## src/hw/rtl/mcos_pkg.sv

```systemverilog
// Shared constants and types of the multi-channel on/off sequencer.
package mcos_pkg;

    localparam int CHANNELS       = 4;
    localparam int DURATION_WIDTH = 16;

    // Fixed widths of the configuration registers and of the result fields.
    localparam int ENABLE_W  = 4;
    localparam int DUR_REG_W = 64;
    localparam int MASK_W    = 4;
    localparam int CFG_IDX_W = 2;

    // Duration registers are viewed through a zero-extended vector so that any
    // lane lying beyond the register reads as zero.
    localparam int LANE_BITS = (CHANNELS * DURATION_WIDTH > DUR_REG_W) ?
                               CHANNELS * DURATION_WIDTH : DUR_REG_W;
    localparam int EN_EXT_W  = (CHANNELS > ENABLE_W) ? CHANNELS : ENABLE_W;
    localparam int OUT_EXT_W = (CHANNELS > MASK_W) ? CHANNELS : MASK_W;

    typedef enum logic [1:0] {
        REQ_TICK        = 2'd0,
        REQ_TRIGGER     = 2'd1,
        REQ_TRIGGER_ALL = 2'd2,
        REQ_START       = 2'd3
    } req_type_t;

    typedef enum logic [CFG_IDX_W-1:0] {
        CFG_CHANNEL_ENABLE = 2'd0,
        CFG_CYCLIC_MODE    = 2'd1,
        CFG_ON_DURATIONS   = 2'd2,
        CFG_OFF_DURATIONS  = 2'd3
    } cfg_index_t;

    // Command seen by one channel for the request being applied.
    typedef struct packed {
        logic tick;
        logic trigger;
        logic trigger_all;
        logic start;
    } chan_cmd_t;

endpackage

```

## src/hw/rtl/mcos_channel.sv

```systemverilog
// One sequencer channel: output level, armed flag and wait counter.
module mcos_channel
    import mcos_pkg::*;
(
    input  logic                      clk,
    input  logic                      rst_n,
    input  logic                      step,
    input  chan_cmd_t                 cmd,
    input  logic                      enable,
    input  logic                      cyclic,
    input  logic [DURATION_WIDTH-1:0] on_time,
    input  logic [DURATION_WIDTH-1:0] off_time,
    output logic                      level,
    output logic                      armed
);

    logic [DURATION_WIDTH-1:0] wait_reg;
    logic [DURATION_WIDTH-1:0] wait_next;
    logic                      level_reg;
    logic                      level_next;
    logic                      armed_reg;
    logic                      armed_next;

    always_comb
    begin
        wait_next  = wait_reg;
        level_next = level_reg;
        armed_next = armed_reg;
        if (cmd.tick)
        begin
            if (armed_reg)
            begin
                if (wait_reg != '0)
                begin
                    wait_next = wait_reg - 1'b1;
                end
                else if (enable)
                begin
                    // A disabled channel parks at zero and stays armed.
                    if (level_reg)
                    begin
                        level_next = 1'b0;
                        if (cyclic)
                        begin
                            wait_next = off_time;
                        end
                        else
                        begin
                            armed_next = 1'b0;
                            wait_next  = '0;
                        end
                    end
                    else
                    begin
                        level_next = 1'b1;
                        wait_next  = on_time;
                    end
                end
            end
        end
        else if (cmd.trigger)
        begin
            armed_next = 1'b1;
            level_next = 1'b0;
            wait_next  = '0;
        end
        else if (cmd.trigger_all)
        begin
            armed_next = 1'b1;
            wait_next  = '0;
        end
        else if (cmd.start)
        begin
            armed_next = cyclic;
            level_next = 1'b0;
            wait_next  = '0;
        end
    end

    always_ff @(posedge clk or negedge rst_n)
    begin
        if (!rst_n)
        begin
            wait_reg  <= '0;
            level_reg <= 1'b0;
            armed_reg <= 1'b0;
        end
        else if (step)
        begin
            wait_reg  <= wait_next;
            level_reg <= level_next;
            armed_reg <= armed_next;
        end
    end

    assign level = level_reg;
    assign armed = armed_reg;

endmodule

```

## src/hw/rtl/multi_channel_on_off_sequencer.sv

```systemverilog
// Top level of the multi-channel on/off sequencer with stream ports and a config port.
// Each request (a tick, a trigger of one channel, a trigger of all channels or a
// start) is taken into an input register and then applied to all channels in parallel;
// the channel state registers hold the result, so one request is accepted every cycle
// while the result is not stalled. A stalled result stops the input register only,
// which keeps accepting while it is empty.
// Configuration writes take effect at once and are meant for idle periods.
module multi_channel_on_off_sequencer
    import mcos_pkg::*;
(
    input  logic                 clk,
    input  logic                 rst_n,
    input  logic                 s_tvalid,
    output logic                 s_tready,
    input  logic [7:0]           s_tdata,   // [1:0] channel, rest zero
    input  logic [1:0]           s_tuser,   // [1:0] req_type
    output logic                 m_tvalid,
    input  logic                 m_tready,
    output logic [7:0]           m_tdata,   // [3:0] output_levels, [7:4] armed_mask
    input  logic                 cfg_we,
    input  logic [CFG_IDX_W-1:0] cfg_index,
    input  logic [DUR_REG_W-1:0] cfg_data
);

    logic [ENABLE_W-1:0]  enable_reg;
    logic                 cyclic_reg;
    logic [DUR_REG_W-1:0] on_reg;
    logic [DUR_REG_W-1:0] off_reg;

    logic                 in_valid_reg;
    req_type_t            req_reg;
    logic [1:0]           ch_reg;
    logic                 out_valid_reg;

    logic                 advance;
    logic                 step;
    chan_cmd_t            base_cmd;

    logic [LANE_BITS-1:0] on_ext;
    logic [LANE_BITS-1:0] off_ext;
    logic [EN_EXT_W-1:0]  enable_ext;
    logic [CHANNELS-1:0]  levels;
    logic [CHANNELS-1:0]  armed;
    logic [OUT_EXT_W-1:0] levels_ext;
    logic [OUT_EXT_W-1:0] armed_ext;

    // Configuration registers.
    always_ff @(posedge clk or negedge rst_n)
    begin
        if (!rst_n)
        begin
            enable_reg <= '0;
            cyclic_reg <= 1'b0;
            on_reg     <= '0;
            off_reg    <= '0;
        end
        else if (cfg_we)
        begin
            unique case (cfg_index_t'(cfg_index))
                CFG_CHANNEL_ENABLE: enable_reg <= cfg_data[ENABLE_W-1:0];
                CFG_CYCLIC_MODE:    cyclic_reg <= cfg_data[0];
                CFG_ON_DURATIONS:   on_reg     <= cfg_data;
                CFG_OFF_DURATIONS:  off_reg    <= cfg_data;
                default:            ;
            endcase
        end
    end

    // The result register is free when empty or being drained this cycle.
    assign advance  = !out_valid_reg || m_tready;
    assign step     = in_valid_reg && advance;
    assign s_tready = !in_valid_reg || advance;

    always_ff @(posedge clk or negedge rst_n)
    begin
        if (!rst_n)
        begin
            in_valid_reg  <= 1'b0;
            out_valid_reg <= 1'b0;
        end
        else
        begin
            if (s_tready)
            begin
                in_valid_reg <= s_tvalid;
            end
            if (advance)
            begin
                out_valid_reg <= in_valid_reg;
            end
        end
    end

    always_ff @(posedge clk)
    begin
        if (s_tvalid && s_tready)
        begin
            req_reg <= req_type_t'(s_tuser);
            ch_reg  <= s_tdata[1:0];
        end
    end

    always_comb
    begin
        base_cmd = '0;
        unique case (req_reg)
            REQ_TICK:        base_cmd.tick        = 1'b1;
            REQ_TRIGGER:     base_cmd.trigger     = 1'b1;
            REQ_TRIGGER_ALL: base_cmd.trigger_all = 1'b1;
            REQ_START:       base_cmd.start       = 1'b1;
            default:         base_cmd = '0;
        endcase
    end

    assign on_ext     = LANE_BITS'(on_reg);
    assign off_ext    = LANE_BITS'(off_reg);
    assign enable_ext = EN_EXT_W'(enable_reg);

    for (genvar k = 0; k < CHANNELS; k++)
    begin : g_chan
        chan_cmd_t lane_cmd;

        always_comb
        begin
            lane_cmd         = base_cmd;
            // A trigger naming a channel that does not exist touches nothing.
            lane_cmd.trigger = base_cmd.trigger && (int'(ch_reg) == k);
        end

        mcos_channel u_channel (
            .clk      (clk),
            .rst_n    (rst_n),
            .step     (step),
            .cmd      (lane_cmd),
            .enable   (enable_ext[k]),
            .cyclic   (cyclic_reg),
            .on_time  (on_ext[k*DURATION_WIDTH +: DURATION_WIDTH]),
            .off_time (off_ext[k*DURATION_WIDTH +: DURATION_WIDTH]),
            .level    (levels[k]),
            .armed    (armed[k])
        );
    end

    assign levels_ext = OUT_EXT_W'(levels);
    assign armed_ext  = OUT_EXT_W'(armed);

    assign m_tvalid = out_valid_reg;
    assign m_tdata  = {armed_ext[MASK_W-1:0], levels_ext[MASK_W-1:0]};

endmodule
```

## config.mk

```make
export PLATFORM = sky130hd
export DESIGN_NAME = multi_channel_on_off_sequencer
export DESIGN_NICKNAME = d
export VERILOG_FILES = /design/src/hw/rtl/mcos_pkg.sv /design/src/hw/rtl/mcos_channel.sv /design/src/hw/rtl/multi_channel_on_off_sequencer.sv
export SDC_FILE = /design/constraint.sdc
export NUM_CORES = 1
export LEC_CHECK = 0
export BUFFER_PORTS_ARGS = -buffer_cell sky130_fd_sc_hd__buf_4
export CAP_MARGIN = 20
export CORE_ASPECT_RATIO = 0.7
export CORE_MARGIN = 2
export CORE_UTILIZATION = 60
export CTS_CLUSTER_SIZE = 28
export DETAILED_ROUTE_END_ITERATION = 10
export GPL_TIMING_DRIVEN = 0
export HOLD_SLACK_MARGIN = 0.05
export PLACE_DENSITY_LB_ADDON = 0.05
export SLEW_MARGIN = 10
export SYNTH_ARGS = -nofsm -noshare
export SYNTH_HDL_FRONTEND = slang
export SYNTH_SLANG_ARGS = --single-unit
```

## constraint.sdc

```tcl
create_clock -name clk -period 2.6 [get_ports clk]
set_clock_uncertainty 0.1 [all_clocks]
set_input_delay 0.52 -clock clk [delete_from_list [all_inputs] [get_ports clk]]
set_output_delay 0.52 -clock clk [all_outputs]
set_load 0.01 [all_outputs]
```

==> flow_summary.ini, run 1 <==
[pwr]
p_seq_share_pct = 32.9
p_leak_nw = 5.37
vdd_drop_max_uv = 592
p_clk_share_pct = 20.3
p_int_mw = 8.97
switching_power_mw = 6.38
powerDensity_mw_per_mm2 = 1210
combPwrFrac_pct = 46.8
netSwitchingFraction_pct = 41.6

[global_route]
antenna_found_initial = 0
grt_pass1_wl_um = 45100
grt_start_max_net_pins = 109
overflow = 0
first_global_vias = 8401
track_usage_pct = 29.8

[worst_setup_path]
criticalPathCategory = reg -> out
cp_max_fo = 5
critPathCaptureType = output pin
crit_path_start_kind = flop
arrival_ns = 1.95
slowest_stage = nor2b_1
crit_buf_inv = 1
cp.required_ns = 1.98
crit_family = simple AND/OR/NAND/NOR gates
r2r_start = g_chan[1].u_channel.wait_reg[6]
crit_start = m_tvalid
slowest_delay_ns = 0.58
worstPathCellList = nor2b_1 > nand2_1 > buf_4

[hold_path]
min-delay-start = s_tdata[0]
min_path_type = in -> reg

[logic_synthesis]
synth_edf_count = 4
avgSynthCellArea_sq_um = 10.6
synth_cell_type_count = 69
yosys_warnings = 0
synth_area_leaders = dfrtp_1 (48%), mux2_2 (14%), o21ai_1 (3.0%), a21oi_1 (2.7%), a22oi_1 (2.5%)
synth-seq-cells = 211
synth_top_cell_by_area = dfrtp_1
synth_area_sq_mm = 0.0108
ys.flop_type = dfrtp_1
seq_area_frac_synth_pct = 49.0
synth_top_cell_area_share_pct = 47.9
synth_nets = 1118
async_reset_ff_share_pct = 98.1
netlist_instances = 1025

[drt]
ant_nets = 0
initialDrtViolationCount = 995
vias = 8912
via_per_inst = 6.41
avgRoutedWirePerCell_um = 20.2
first_pass_iters = 6
drt-total-wl_um = 28100
drc_errors = 0

[clock_network]
clockBufferDepth = 3
clkLatencyLatePin_ns = 0.50
cts_sinks = 211
cts_buffers = 21
cts_root_buffer = clkbuf_16
htree_levels = 1
cts_tree = yes
clk_pin_slew_worst_paths_ns = 0.07

[cells_and_area]
mostFrequentLayoutCells = dfrtp_1 (207), mux2_2 (132), buf_4 (99)
drive_gt1_share_pct = 26.5
seq_area_sq_mm = 0.00530
fillers = 1337
final_util_pct = 71.1
area_delta_synth_final_pct = 17.3
diodes = 0
final_common_cell = dfrtp_1
nets = 1234
multi_input_area_sq_mm = 0.00523
finalNonFillerCells = 1391

[floorplanning]
die_w_um = 165
io_pins = 91
start_util_pct = 60.6
rows = 41
die_y_um = 116
core_area_sq_mm = 0.0179
die_area_sq_mm = 0.0191

[sta]
setup_viol = 0
hold_viol_final = 0
layout_setup_ws_ns = 0.0292
layout_worst_path_cycle_share_pct = 98.9
relSlewSlack_pct = 39.9
tightest_slew_ns = 0.895
slew_viol_final = 0
clock.fmax_ghz = 0.389
min_period_ns = 2.57
whs_ns = 0.112
setup_tns_ns = 0

[outcome]
status = finished, final reports clean

[placed_design]
place_inst = 1347
post-place-ws_ns = -0.415
port_buffers = 84
gp_congestion = 0.905
hpwl_um = 19400

[run]
maxCapViolations = 0
[routing by layer]
metal | global-route usage [%] | routed length [um] | part of all wire, %
met1 | 46.9 | 13200 | 47
met2 | 44.0 | 12000 | 43
met3 | 4.23 | 2280 | 8.1
met4 | 7.01 | 602 | 2.1
met5 | 0 | 0 | 0
[stage by stage]
| step | power, mW | instance area (sq um) |
|---|---|---|
| floorplan | 9.88 | 10800 |
| global placement | 11.6 | 11700 |
| detailed placement | 11.8 | 11800 |
| CTS | 15.0 | 12600 |
| global route | 16.4 | 12700 |
| finish | 15.4 | 12700 |
[power by group through the flow]
stage	sequential, mW	combinational (mW)	clock [mW]
4_1_cts	4.97	6.86	3.17
3_3_place_gp	4.97	6.63	0
3_5_place_dp	4.99	6.76	0
5_1_grt	5.15	7.89	3.31
6_report	5.05	7.18	3.12
2_1_floorplan	4.75	5.12	0
[what timing repair did]
action | 4_1_cts | 5_1_grt
hold endpoints to repair | 99 | 0
pin swaps | 2 | 1
resized for setup | 12 | 25
setup buffers | 4 | 4
hold buffers | 1 | 0
endpoints found under the setup margin | 52 | 67
[kinds of logic (layout without fill, tap and decap cells)]
family,after synthesis,count (layout),share of synthesized area [%]
AOI/OAI and AO/OA,309,309,19.0
and+or+nand+nor,260,260,13.0
DFF,211,211,49.0
muxes,132,132,13.7
buffers and inverters,101,231,3.85
adders and majority gates,12,12,1.39
[synthesized netlist by cell type, types with 14 or more instances]
master,count
dfrtp_1,207
mux2_2,132
o21ai_1,64
a21oi_1,59
clkbuf_1,57
nor2_1,55
a22oi_1,36
nand2_1,34
nor3_1,32
inv_1,24
a31oi_1,21
o21ai_0,20
nand4_1,19
a22o_1,18
nand3_1,17
nor4_1,16
o2bb2ai_1,14
[cell type report]
class	count	area share (%)
buffer	72	2.54
clock buffer	30	4.88
clock inverter	7	0.700
inverter	27	0.798
multi-input combinational	713	41.2
sequential	211	41.7
tap	236	2.33
timing repair buffer	95	5.83
[path summary, 6_finish.rpt]
kind,to,cells after the start,slack (ns)
worst max-delay path,s_tready,3,0.03
worst min-delay path,ch_reg[0],1,0.11
worst max register to register,g_chan[1].u_channel.wait_reg[15],7,0.09
worst min register to register,on_ext[9],1,0.40
max in group asynchronous,g_chan[3].u_channel.wait_reg[3],3,0.86
min in group asynchronous,on_ext[10],2,0.52
No activity file was read; power rests on OpenSTA's default activity.
==> run 2, diff against run 1 <==
--- a/config.mk
+++ b/config.mk
@@ -8,7 +8,6 @@
 export BUFFER_PORTS_ARGS = -buffer_cell sky130_fd_sc_hd__buf_4
 export CAP_MARGIN = 20
 export CORE_ASPECT_RATIO = 0.7
-export CORE_MARGIN = 2
 export CORE_UTILIZATION = 60
 export CTS_CLUSTER_SIZE = 28
 export DETAILED_ROUTE_END_ITERATION = 10
==> run 2 against run 1 <==
  * Non-clock buffer count decreased by 3
  * Worst hold slack got worse by 0.010 ns
  * Global-route usage increased by 1.2 points
  * Die area decreased by 2.9%
  * Critical path depth increased by 4
  * Setup slack improved by 0.066 ns
  * Critical path type is now reg -> reg
  * Clock power decreased by 1%
  * First-iteration DRC count increased by 14%
  * Routed wire length decreased by 0.39%
  * Maximum frequency increased by 2.6%
==> flow_summary.ini, run 2 (synthesis gave the netlist of run 1 again) <==
[outcome]
status = finished, final reports clean

[worst_setup_path]
crit_buf_inv = 2
slowest_stage = or4_1
r2r_start = g_chan[1].u_channel.wait_reg[6]
critPathCaptureType = flop
criticalPathCategory = reg -> reg
path_depth = 7
cp.required_ns = 2.93
worstPathCellList = or2_2 > clkbuf_1 > or4_1 > buf_2 > or3_1 > a21boi_1 > a2bb2oi_1
cp_max_fo = 7
worst_r2r_path_depth = 7
crit_family = simple AND/OR/NAND/NOR gates
crit_path_start_kind = flop
arrival_ns = 2.83
slowest_delay_ns = 0.49
timing.rr.end = g_chan[1].u_channel.wait_reg[15]
ff2ff_setup_slack_ns = 0.1
cp-endpoint = g_chan[1].u_channel.wait_reg[15]
crit_start = g_chan[1].u_channel.wait_reg[6]

[clock_network]
cts_tree = yes
cts_root_buffer = clkbuf_16
clk_pin_slew_worst_paths_ns = 0.06
clockBufferDepth = 3
htree_levels = 1
clkLatencyLatePin_ns = 0.51
cts_buffers = 22
cts_sinks = 211

[drt]
initialDrtViolationCount = 1130
drc_errors = 0
avgRoutedWirePerCell_um = 20.2
drt-total-wl_um = 28000
vias = 8982
first_pass_iters = 5
ant_nets = 0
via_per_inst = 6.49

[placed_design]
post-place-ws_ns = -0.390
gp_congestion = 0.920
hpwl_um = 19300
port_buffers = 84

[sta]
setup_viol = 0
slew_viol_final = 0
clock.fmax_ghz = 0.399
hold_viol_final = 0
min_period_ns = 2.50
layout_worst_path_cycle_share_pct = 96.3
whs_ns = 0.102
tightest_slew_ns = 1.03
relSlewSlack_pct = 30.5
layout_setup_ws_ns = 0.0952
rsz0062_at_grt = yes
setup_tns_ns = 0

[pwr]
p_clk_share_pct = 20.2
combPwrFrac_pct = 46.8
powerDensity_mw_per_mm2 = 1200
p_seq_share_pct = 33.0
p_int_mw = 8.90
netSwitchingFraction_pct = 41.5
p_leak_nw = 5.34
switching_power_mw = 6.31
vdd_drop_max_uv = 622

[floorplanning]
die_area_sq_mm = 0.0186
die_w_um = 163
die_y_um = 114
rows = 40
core_area_sq_mm = 0.0174
start_util_pct = 62.1
io_pins = 91

[hold_path]
min_path_type = in -> reg
worstHoldPathCells = 1

[run]
maxCapViolations = 0

[cells_and_area]
diodes = 0
drive_gt1_share_pct = 26.2
area_delta_synth_final_pct = 16.9
nets = 1232
mostFrequentLayoutCells = dfrtp_1 (207), mux2_2 (132), buf_4 (97)
final_common_cell = dfrtp_1

[global_route]
first_global_vias = 8557
grt_start_max_net_pins = 111
track_usage_pct = 31.0
grt_pass1_wl_um = 45400
overflow = 0
antenna_found_initial = 0
==> run 2: final cells by class <==
type,instances,area [sq um]
inverter,27,101
sequential,211,5300
clock buffer,34,657
buffer,71,315
tap,231,289
multi-input combinational,713,5220
timing repair buffer,93,726
clock inverter,3,42.5
fill,1308,4770
==> run 2: power groups by stage <==
stage,combinational [mW],sequential [mW],clock (mW)
2_1_floorplan,5.12,4.75,0
3_3_place_gp,6.62,4.97,0
3_5_place_dp,6.75,4.99,0
4_1_cts,6.85,4.97,3.11
5_1_grt,7.83,5.13,3.26
6_report,7.12,5.02,3.08
==> run 2: per-layer routing <==
metal / routed length, um / track usage (%) / vias to the layer above
li1: - / - / 4112
met1: 13100 / 47.4 / 4470
met2: 12300 / 46.4 / 365
met3: 2090 / 4.74 / 35
met4: 439 / 7.55 / 0
met5: 0 / 0 / -
==> run 2: what timing repair did <==
item | in CTS | in global routing
gates resized for setup | 10 | 25
buffers inserted | 3 | 3
pin swaps | 2 | 1
endpoints found under the hold margin | 97 | 0
hold buffers | 1 | 0
cloned | 0 | 0
endpoints found under the setup margin | 52 | 64
==> run 2: through the flow <==
| step | total power [mW] | std cells | utilization [%] | instance area [sq um] |
|---|---|---|---|---|
| detailed placement | 11.7 | 1342 | 67.6 | 11800 |
| finish | 15.2 | 1383 | 72.6 | 12600 |
| CTS | 14.9 | 1383 | 72.0 | 12500 |
| global route | 16.2 | 1383 | 72.6 | 12600 |
| floorplan | 9.88 | 1025 | - | 10800 |
| global placement | 11.6 | 1340 | 67.4 | 11700 |
==> run 2: worst min-delay path by stage <==
| stage | from | to | slack [ns] |
|---|---|---|---|
| after floorplan | rst_n | cyclic_reg | 0.12 |
| after global placement | g_chan[3].u_channel.wait_reg[15] | g_chan[3].u_channel.wait_reg[15] | 0.38 |
| after detailed placement | off_ext[9] | off_ext[9] | 0.39 |
| after CTS | s_tdata[1] | ch_reg[1] | 0.09 |
| after global routing | s_tdata[1] | ch_reg[1] | 0.09 |
| final | s_tdata[0] | ch_reg[0] | 0.10 |
